**config.mk**
```make
export PLATFORM = sky130hd
export DESIGN_NAME = schmidt_legendre_table
export DESIGN_NICKNAME = d
export VERILOG_FILES = /design/src/slt_pkg.sv /design/src/schmidt_legendre_table.sv
export SDC_FILE = /design/constraint.sdc
export NUM_CORES = 2
export LEC_CHECK = 0
export BUFFER_PORTS_ARGS = -buffer_cell sky130_fd_sc_hd__buf_2
export CAP_MARGIN = 15
export CORE_MARGIN = 3
export CORE_UTILIZATION = 35
export DETAILED_ROUTE_END_ITERATION = 7
export PLACE_DENSITY = 0.59
export SYNTH_ARGS = -nofsm -noshare
export SYNTH_HDL_FRONTEND = slang
export SYNTH_SLANG_ARGS = --single-unit
```
**constraint.sdc**
```tcl
create_clock -name clk -period 33.8 [get_ports clk]
set_input_delay 3.38 -clock clk [delete_from_list [all_inputs] [get_ports clk]]
set_output_delay 3.38 -clock clk [all_outputs]
set_load 0.01 [all_outputs]
```
**src/slt_pkg.sv**
```systemverilog
`timescale 1ns / 1ps
// ----------------------------------------------------------------------------
// slt_pkg: shared constants and constant tables for the Legendre table block
// Root factors and diagonal normalisation roots, built at elaboration.
// ----------------------------------------------------------------------------
package slt_pkg;

	localparam int MAX_DEGREES_DEF = 10;
	localparam int DEG_LIMIT       = 10;

	localparam logic [3:0] DEGREE_COUNT_RST = 4'd8;

	localparam int Q_W    = 16;
	localparam int ROOT_W = 18;
	localparam int DIAG_W = 15;
	localparam int ROOT_N = (DEG_LIMIT - 1) * (DEG_LIMIT - 1) + 1;
	localparam int ROOT_IW = $clog2(ROOT_N);

	localparam logic signed [Q_W-1:0] Q_ONE = 16'sd16384;

	typedef logic [ROOT_W-1:0] root_tab_t [ROOT_N];
	typedef logic [DIAG_W-1:0] diag_tab_t [DEG_LIMIT];

	function automatic logic [63:0] isqrt_c(input logic [63:0] x);
		logic [63:0] v;
		logic [63:0] r;
		logic [63:0] b;
		v = x;
		r = 64'd0;
		b = 64'd1 << 62;
		for (int i = 0; i < 32; i++) begin
			if (v >= r + b) begin
				v = v - (r + b);
				r = (r >> 1) + b;
			end else begin
				r = r >> 1;
			end
			b = b >> 2;
		end
		return r;
	endfunction

	// floor(sqrt(x)) in Q14 for small integers x
	function automatic root_tab_t build_root_tab();
		root_tab_t t;
		logic [63:0] r;
		for (int i = 0; i < ROOT_N; i++) begin
			r = isqrt_c(64'(i) << 28);
			t[i] = r[ROOT_W-1:0];
		end
		return t;
	endfunction

	// root of the running product of (2m-1)/(2m), Q28 product, Q14 root
	function automatic diag_tab_t build_diag_tab();
		diag_tab_t t;
		logic [63:0] p;
		logic [63:0] r;
		p = 64'd1 << 28;
		r = isqrt_c(p);
		t[0] = r[DIAG_W-1:0];
		for (int m = 1; m < DEG_LIMIT; m++) begin
			p = p * 64'(2 * m - 1) / 64'(2 * m);
			r = isqrt_c(p);
			t[m] = r[DIAG_W-1:0];
		end
		return t;
	endfunction

	localparam root_tab_t ROOT_TAB = build_root_tab();
	localparam diag_tab_t DIAG_TAB = build_diag_tab();

endpackage

```
**src/schmidt_legendre_table.sv**
```systemverilog
`timescale 1ns / 1ps
// ----------------------------------------------------------------------------
// schmidt_legendre_table: semi-normalised associated Legendre table
// One cosine word in, the lower triangle Q[k][m] out, order by order.
// ----------------------------------------------------------------------------
// channel   direction  payload
// s_        in         cosine_in
// m_        out        degree, order, value, last (tlast)
// cfg_      in         degree_count
//
// The run time of one word for D degrees is set by the 21-step divider of the
// recurrence.
// The square root of 1 - mu^2 is found bit by bit before the first order.
// s_tready is high only between tables; a stalled output holds the sequencer.
// Reset clears the sequencer and output valid, and sets D to 8.
module schmidt_legendre_table #(
	parameter int MAX_DEGREES = slt_pkg::MAX_DEGREES_DEF
) (
	input  logic        clk,
	input  logic        arst_n,
	input  logic        s_tvalid,
	output logic        s_tready,
	input  logic [15:0] s_tdata,   // cosine_in[15:0]
	output logic        m_tvalid,
	input  logic        m_tready,
	output logic [23:0] m_tdata,   // degree[3:0], order[7:4], value[23:8]
	output logic        m_tlast,
	input  logic        cfg_valid,
	output logic        cfg_ready,
	input  logic [3:0]  cfg_data   // degree_count
);

	localparam logic [4:0] S_IDLE = 5'd0;
	localparam logic [4:0] S_SQ   = 5'd1;
	localparam logic [4:0] S_RI   = 5'd2;
	localparam logic [4:0] S_RT   = 5'd3;
	localparam logic [4:0] S_DIAG = 5'd4;
	localparam logic [4:0] S_PW   = 5'd5;
	localparam logic [4:0] S_DG   = 5'd6;
	localparam logic [4:0] S_DG2  = 5'd7;
	localparam logic [4:0] S_T1   = 5'd8;
	localparam logic [4:0] S_T2   = 5'd9;
	localparam logic [4:0] S_T3   = 5'd10;
	localparam logic [4:0] S_T4   = 5'd11;
	localparam logic [4:0] S_R1   = 5'd12;
	localparam logic [4:0] S_R2   = 5'd13;
	localparam logic [4:0] S_R3   = 5'd14;
	localparam logic [4:0] S_R4   = 5'd15;
	localparam logic [4:0] S_DIV  = 5'd16;
	localparam logic [4:0] S_R5   = 5'd17;
	localparam logic [4:0] S_EMIT = 5'd18;

	localparam int RW = slt_pkg::ROOT_W;
	localparam int IW = slt_pkg::ROOT_IW;
	localparam int QUOT_W = 21;
	localparam int DIV_W = 38;
	localparam logic signed [40:0] REM_ONE = 41'sd268435456;

	logic [4:0] state_q;
	logic [4:0] state_d;
	logic       m_tvalid_q;
	logic [3:0] deg_cnt_q;

	logic signed [15:0] mu_q;
	logic [3:0]         d_q;
	logic [3:0]         m_q;
	logic [3:0]         k_q;
	logic signed [40:0] prod_q;
	logic signed [40:0] num_q;
	logic [28:0]        sq_v_q;
	logic [29:0]        sq_r_q;
	logic [4:0]         cnt_q;
	logic [14:0]        s_q;
	logic [14:0]        pw_q;
	logic signed [18:0] t_q;
	logic signed [15:0] q1_q;
	logic signed [15:0] q2_q;
	logic signed [15:0] res_q;
	logic               neg_q;
	logic [DIV_W-1:0]   div_rem_q;
	logic [RW-1:0]      rb_q;
	logic [QUOT_W-1:0]  quot_q;
	logic [3:0]         out_k_q;
	logic [3:0]         out_m_q;
	logic signed [15:0] out_v_q;
	logic               out_last_q;

	function automatic logic signed [40:0] rnd14(input logic signed [40:0] v);
		logic [40:0] mag;
		logic [40:0] r;
		mag = v[40] ? unsigned'(-v) : unsigned'(v);
		r = (mag + 41'd8192) >> 14;
		return v[40] ? -signed'(r) : signed'(r);
	endfunction

	function automatic logic signed [15:0] sat16(input logic signed [40:0] v);
		if (v > 41'sd32767) begin
			return 16'sh7FFF;
		end else if (v < -41'sd32768) begin
			return -16'sh8000;
		end
		return v[15:0];
	endfunction

	// clamped degree count
	logic [3:0] d_eff;
	always_comb begin
		if (deg_cnt_q == 4'd0) begin
			d_eff = 4'd1;
		end else if (deg_cnt_q > 4'(MAX_DEGREES)) begin
			d_eff = 4'(MAX_DEGREES);
		end else begin
			d_eff = deg_cnt_q;
		end
	end

	// root table indices
	logic [3:0]    km1;
	logic [7:0]    kk;
	logic [7:0]    k1k1;
	logic [7:0]    mm;
	logic [IW-1:0] odd_idx;
	logic [IW-1:0] ra_idx;
	logic [IW-1:0] rb_idx;
	logic [RW-1:0] rb;
	assign km1 = k_q - 4'd1;
	assign kk = {4'd0, k_q} * {4'd0, k_q};
	assign k1k1 = {4'd0, km1} * {4'd0, km1};
	assign mm = {4'd0, m_q} * {4'd0, m_q};
	assign odd_idx = IW'({m_q, 1'b1});
	assign ra_idx = IW'(k1k1 - mm);
	assign rb_idx = IW'(kk - mm);
	assign rb = slt_pkg::ROOT_TAB[rb_idx];

	// shared multiplier
	logic signed [21:0] mul_a;
	logic signed [18:0] mul_b;
	logic signed [40:0] mul_p;
	always_comb begin
		mul_a = '0;
		mul_b = '0;
		unique case (state_q)
			S_SQ: begin
				mul_a = 22'(mu_q);
				mul_b = 19'(mu_q);
			end
			S_DIAG: begin
				mul_a = {7'd0, pw_q};
				mul_b = {4'd0, s_q};
			end
			S_DG: begin
				mul_a = {7'd0, slt_pkg::DIAG_TAB[m_q]};
				mul_b = {4'd0, pw_q};
			end
			S_T1: begin
				mul_a = {4'd0, slt_pkg::ROOT_TAB[odd_idx]};
				mul_b = 19'(mu_q);
			end
			S_T3: begin
				mul_a = 22'(t_q);
				mul_b = 19'(q2_q);
			end
			S_R1: begin
				mul_a = {17'd0, k_q, 1'b0} - 22'sd1;
				mul_b = 19'(mu_q);
			end
			S_R2: begin
				mul_a = prod_q[21:0];
				mul_b = 19'(q1_q);
			end
			S_R3: begin
				mul_a = {4'd0, slt_pkg::ROOT_TAB[ra_idx]};
				mul_b = 19'(q2_q);
			end
			default: begin
				mul_a = '0;
				mul_b = '0;
			end
		endcase
	end
	assign mul_p = 41'(mul_a) * 41'(mul_b);

	logic signed [40:0] rnd_p;
	logic signed [15:0] sat_p;
	assign rnd_p = rnd14(prod_q);
	assign sat_p = sat16(rnd_p);

	// root of 1 - mu^2
	logic signed [40:0] rem_full;
	logic [29:0]        sq_bit;
	logic [29:0]        sq_sum;
	logic               sq_take;
	logic [29:0]        sq_r_nx;
	assign rem_full = REM_ONE - prod_q;
	assign sq_bit = 30'd1 << {cnt_q, 1'b0};
	assign sq_sum = sq_r_q + sq_bit;
	assign sq_take = {1'b0, sq_v_q} >= sq_sum;
	assign sq_r_nx = sq_take ? (sq_r_q >> 1) + sq_bit : sq_r_q >> 1;

	// recurrence division
	logic signed [40:0] diff;
	logic [40:0]        diff_mag;
	logic [DIV_W-1:0]   rb_sh;
	logic [DIV_W:0]     trial;
	logic signed [40:0] quot_s;
	logic signed [15:0] sat_div;
	assign diff = num_q - prod_q;
	assign diff_mag = diff[40] ? unsigned'(-diff) : unsigned'(diff);
	assign rb_sh = DIV_W'(rb_q) << cnt_q;
	assign trial = {1'b0, div_rem_q} - {1'b0, rb_sh};
	assign quot_s = neg_q ? -signed'(41'(quot_q)) : signed'(41'(quot_q));
	assign sat_div = sat16(quot_s);

	logic out_free;
	logic col_end;
	logic tab_end;
	assign out_free = !m_tvalid_q || m_tready;
	assign col_end = k_q == d_q - 4'd1;
	assign tab_end = col_end && (m_q == d_q - 4'd1);

	always_comb begin
		state_d = state_q;
		unique case (state_q)
			S_IDLE: begin
				if (s_tvalid) state_d = S_SQ;
			end
			S_SQ:   state_d = S_RI;
			S_RI:   state_d = S_RT;
			S_RT: begin
				if (cnt_q == 5'd0) state_d = S_DIAG;
			end
			S_DIAG: state_d = (m_q == 4'd0) ? S_EMIT : S_PW;
			S_PW:   state_d = S_DG;
			S_DG:   state_d = S_DG2;
			S_DG2:  state_d = S_EMIT;
			S_T1:   state_d = S_T2;
			S_T2:   state_d = S_T3;
			S_T3:   state_d = S_T4;
			S_T4:   state_d = S_EMIT;
			S_R1:   state_d = S_R2;
			S_R2:   state_d = S_R3;
			S_R3:   state_d = S_R4;
			S_R4:   state_d = S_DIV;
			S_DIV: begin
				if (cnt_q == 5'd0) state_d = S_R5;
			end
			S_R5:   state_d = S_EMIT;
			S_EMIT: begin
				if (out_free) begin
					priority if (tab_end) begin
						state_d = S_IDLE;
					end else if (col_end) begin
						state_d = S_DIAG;
					end else if (k_q == m_q) begin
						state_d = S_T1;
					end else begin
						state_d = S_R1;
					end
				end
			end
			default: state_d = S_IDLE;
		endcase
	end

	always_ff @(posedge clk or negedge arst_n) begin
		if (!arst_n) begin
			state_q <= S_IDLE;
			m_tvalid_q <= 1'b0;
			deg_cnt_q <= slt_pkg::DEGREE_COUNT_RST;
		end else begin
			state_q <= state_d;
			if (cfg_valid) deg_cnt_q <= cfg_data;
			m_tvalid_q <= (state_q == S_EMIT && out_free) || (m_tvalid_q && !m_tready);
		end
	end

	always_ff @(posedge clk) begin
		unique case (state_q)
			S_IDLE: begin
				if (s_tvalid) begin
					mu_q <= s_tdata;
					d_q <= d_eff;
					m_q <= 4'd0;
					k_q <= 4'd0;
				end
			end
			S_SQ: prod_q <= mul_p;
			S_RI: begin
				sq_v_q <= rem_full[40] ? 29'd0 : rem_full[28:0];
				sq_r_q <= '0;
				cnt_q <= 5'd14;
			end
			S_RT: begin
				if (sq_take) sq_v_q <= sq_v_q - sq_sum[28:0];
				sq_r_q <= sq_r_nx;
				cnt_q <= cnt_q - 5'd1;
				if (cnt_q == 5'd0) begin
					s_q <= sq_r_nx[14:0];
					pw_q <= 15'd16384;
				end
			end
			S_DIAG: begin
				if (m_q == 4'd0) begin
					q2_q <= slt_pkg::Q_ONE;
					res_q <= slt_pkg::Q_ONE;
				end else begin
					prod_q <= mul_p;
				end
			end
			S_PW: pw_q <= rnd_p[14:0];
			S_DG: prod_q <= mul_p;
			S_DG2: begin
				q2_q <= sat_p;
				res_q <= sat_p;
			end
			S_T1: prod_q <= mul_p;
			S_T2: t_q <= rnd_p[18:0];
			S_T3: prod_q <= mul_p;
			S_T4: begin
				q1_q <= sat_p;
				res_q <= sat_p;
			end
			S_R1: prod_q <= mul_p;
			S_R2: prod_q <= mul_p;
			S_R3: begin
				num_q <= prod_q;
				prod_q <= mul_p;
			end
			S_R4: begin
				neg_q <= diff[40];
				div_rem_q <= DIV_W'(diff_mag) + DIV_W'(rb >> 1);
				rb_q <= rb;
				quot_q <= '0;
				cnt_q <= 5'(QUOT_W - 1);
			end
			S_DIV: begin
				if (!trial[DIV_W]) begin
					div_rem_q <= trial[DIV_W-1:0];
					quot_q[cnt_q] <= 1'b1;
				end
				cnt_q <= cnt_q - 5'd1;
			end
			S_R5: begin
				q2_q <= q1_q;
				q1_q <= sat_div;
				res_q <= sat_div;
			end
			S_EMIT: begin
				if (out_free) begin
					out_k_q <= k_q;
					out_m_q <= m_q;
					out_v_q <= res_q;
					out_last_q <= tab_end;
					if (col_end) begin
						m_q <= m_q + 4'd1;
						k_q <= m_q + 4'd1;
					end else begin
						k_q <= k_q + 4'd1;
					end
				end
			end
			default: begin
			end
		endcase
	end

	assign s_tready = state_q == S_IDLE;
	assign cfg_ready = 1'b1;
	assign m_tvalid = m_tvalid_q;
	assign m_tdata = {out_v_q, out_m_q, out_k_q};
	assign m_tlast = out_last_q;

	a_last_diag: assert property (@(posedge clk) disable iff (!arst_n)
		m_tvalid && m_tlast |-> m_tdata[3:0] == m_tdata[7:4])
		else $error("final word of a table is not on the diagonal");

	a_lower: assert property (@(posedge clk) disable iff (!arst_n)
		m_tvalid |-> m_tdata[7:4] <= m_tdata[3:0])
		else $error("order above degree");

	a_busy: assert property (@(posedge clk) disable iff (!arst_n)
		s_tvalid && s_tready |=> !s_tready)
		else $error("input still ready after a word was taken");

	a_emit: assert property (@(posedge clk) disable iff (!arst_n)
		state_q == S_EMIT && out_free |=> m_tvalid)
		else $error("emitted word not presented");

endmodule

```
==> impl_metrics.csv <==
group,metric,value,unit
outcome,outcome,"completed",
synthesis,ys_types,107,
global_routing,global_router_s_overall_resource_usage,0.218,
drt,drc,0,
synthesis,postSynth.asyncResetShare,0.0260,
synthesis,sequential_fraction_of_the_synthesis_area,0.231,
setup_path,path_class,"reg -> reg",
setup_path,critical_path_arrival,14.51,ns
synthesis,synth_enable_flop_cells,374,
placement,hpwlAfterDp,127,mm
drt,first_pass_iters,7,
drt,detail-route-antenna-nets,0,
cells_and_area,num-nets-final,6410,
cts,cts_max_path_buffers,3,
synthesis,syn-cell-area,49600,um^2
cts,tritoncts_clock_tree,"built",
cts,cts-hold-fix-buffers,0,
cts,post_cts_resize_count,0,
floorplanning,chipHeight,383,um
flow_run,maxCapViolations,0,
floorplanning,die-area,146000,um^2
placement,buffer_ports.inserted,51,
setup_path,timing.critical_path.fanout_max,29,
synthesis,ys.warnings.count,0,
timing,fin_crit_sh,0.418,
global_routing,antenna_violations_before_repair,3,
cts,htreeDepth,2,
cts,clk_root_buffer_cell,"clkbuf_16",
placement,preCtsSetupSlack,19.70,ns
setup_path,timing.critical_path.from_type,"flop",
synthesis,synth_most_common_cell,"inv_1",
global_routing,grt_pass1_vias,41400,
cts,clk_latency,0.64,ns
synthesis,yosys-top-cells-count,"inv_1 (642), nand2_1 (615), nor2_1 (464)",
drt,dr_total_vias,42700,
drt,wl,163,mm
global_routing,pin_count_of_the_biggest_net_entering_global_routing,85,
cells_and_area,nFillCells,14400,
timing,setup_viol,0,
synthesis,syn-num-nets,6493,
placement,place_inst,7445,
synthesis,synth_cells,5700,
min_path,worst_min_delay_path_category,"reg -> reg",
timing,max_clock_freq,70.7,MHz
setup_path,max_stage_delay,0.68,ns
timing,max_slew.worst_pin.slew,1.16,ns
setup_path,crit_top_cell,"fa_1",
placement,gp_routability_congestion,0.953,
synthesis,synth_largest_type_area_fraction,0.226,
drt,drt-initial-drc-count,4340,
cts,worst_setup_hold_path_clk_slew,0.06,ns
timing,final_critical_path_required_period,14.14,ns
setup_path,critical_path.slowest_cell,"edfxtp_1",
floorplanning,floorplan.io_pins,53,
cells_and_area,area_growth,8.05,%
drt,wl_per_cell,21.6,um
global_routing,first_pass_grt_wire_length,251,mm
timing,final.setup.tns,0,ns
cells_and_area,final_cells,7530,
global_routing,total_global_routing_overflow,0,
synthesis,post_synth.cell_area_avg,8.71,um^2
timing,relSlewSlack,0.225,
setup_path,worst-r2r-setup-slack,19.66,ns
setup_path,crit_path_end_kind,"flop",
timing,grt_setup_unrepaired,"false",
drt,avgViaCountPerCell,5.67,
synthesis,netlist_top_cells_area,"edfxtp_1 (23%), fa_1 (18%), ha_1 (8.4%)",
floorplanning,floorplan.rows,137,
setup_path,critical_path_required,34.17,ns
floorplanning,core,140000,um^2
timing,layout_setup_ws,19.66,ns
floorplanning,initial_core_utilization,0.354,
timing,timing.clock.skew,0.0572,ns
floorplanning,fp.dieW,383,um
synthesis,postSynthRegisterBits,384,
synthesis,synth_ff_type,"edfxtp_1",
synthesis,synth_largest_area_cell,"edfxtp_1",
cts,cts_num_sinks,384,
cts,cts_post_setup_buffers_inserted,0,
timing,report.final.hold_viol_count,0,
cells_and_area,layout-drive-gt1-share,0.0642,
cts,cts-buffers-inserted,45,
timing,final_max_slew_viol_count,0,
==> cell families (layout without fill, tap and decap cells) <==
| logic type | after synthesis | count (layout) | share of synthesized area |
|---|---|---|---|
| adder cells (fa/ha/maj) | 770 | 770 | 0.260 |
| AND/OR/NAND/NOR | 1796 | 1796 | 0.171 |
| flip-flops | 384 | 384 | 0.231 |
| multiplexers | 53 | 53 | 0.0133 |
| other | 1 | 2 | 0.0000756 |
| XOR/XNOR | 393 | 393 | 0.0693 |
| buffers and inverters | 929 | 882 | 0.0712 |
| AO/OA/AOI/OAI | 1374 | 1374 | 0.183 |
==> critical path, delay by kind of cell (launching register included) <==
kind            cells  cell delay [ns]
buf+inv             6             0.81
compound gates     14             3.81
flops               1             0.68
simple gates       10             1.85
fa+ha+maj          12             5.57
xor+xnor            5             1.14
==> stage by stage <==
step                      hold slack [ns]   util  area, um^2
final                               0.418  0.382       53600
after global placement              0.407  0.371       52100
after CTS                           0.417  0.382       53600
after detailed placement            0.405  0.371       52100
after floorplan                     0.400      -       49600
after global routing                0.423  0.382       53600
==> layer usage <==
| metal | part of all wire | GRT usage | vias to the layer above |
|---|---|---|---|
| met5 | 0 | 0 | - |
| met4 | 0.039 | 0.0774 | 0 |
| met3 | 0.071 | 0.0263 | 294 |
| met2 | 0.45 | 0.351 | 1725 |
| met1 | 0.44 | 0.302 | 21000 |
| li1 | - | - | 19700 |
==> area by class of cell <==
class | count | area, um^2 | area share
multi-input combinational | 4387 | 34800 | 0.650
sequential | 384 | 11500 | 0.214
inverter | 651 | 2440 | 0.0456
tap | 1876 | 2350 | 0.0438
clock buffer | 55 | 1160 | 0.0217
timing repair buffer | 148 | 983 | 0.0183
clock inverter | 28 | 372 | 0.00693
antenna | 1 | 2.50 | 0.0000467
==> registers in the layout, summed over array words and instances, names as in the netlist, 18 cells and up <==
name,flops
rb_q,18
t_q,19
quot_q,21
num_q,41
sq_r_q,30
prod_q,41
div_rem_q,38
sq_v_q,29
==> worst paths after layout <==
| check | startpoint | cells past startpoint | endpoint |
|---|---|---|---|
| worst max-delay path | k_q[0] | 47 | prod_q[40] |
| worst min-delay path | res_q[13] | 0 | out_v_q[13] |
| worst max register to register | k_q[0] | 47 | prod_q[40] |
| worst min register to register | res_q[13] | 0 | out_v_q[13] |
| max in group asynchronous | arst_n | 1 | deg_cnt_q[3] |
| min in group asynchronous | arst_n | 1 | state_q[2] |
==> cells in the final DEF, fill, tap and decap left out, types with 17 or more instances in the layout <==
| cell type | count |
|---|---|
| xor2_1 | 124 |
| o21a_1 | 46 |
| nor3_1 | 108 |
| nand3_1 | 105 |
| edfxtp_1 | 374 |
| ha_1 | 332 |
| a31oi_1 | 64 |
| o211ai_1 | 62 |
| o31ai_1 | 44 |
| a211oi_1 | 40 |
| nor2_1 | 459 |
| or2_2 | 26 |
| a22oi_1 | 54 |
| buf_2 | 51 |
| a21oi_1 | 353 |
| o21ai_0 | 275 |
| o22ai_1 | 41 |
| nor4_1 | 37 |
| nand4_1 | 39 |
| o21bai_1 | 33 |
| a21o_1 | 68 |
| nor2b_1 | 64 |
| and2_1 | 95 |
| nand2_1 | 614 |
| buf_4 | 97 |
| o311ai_0 | 17 |
| mux2i_1 | 29 |
| inv_1 | 642 |
| xnor2_1 | 257 |
| or3_1 | 42 |
| fa_1 | 433 |
| a221o_1 | 17 |
| clkbuf_16 | 45 |
| a31o_2 | 21 |
| a221oi_1 | 23 |
| nand2b_1 | 59 |
| and3_1 | 47 |
| a311oi_1 | 19 |
Power is left out: the tool's default activity adds up to more than one toggle a clock period on the data nets, which glitch-free logic cannot reach.
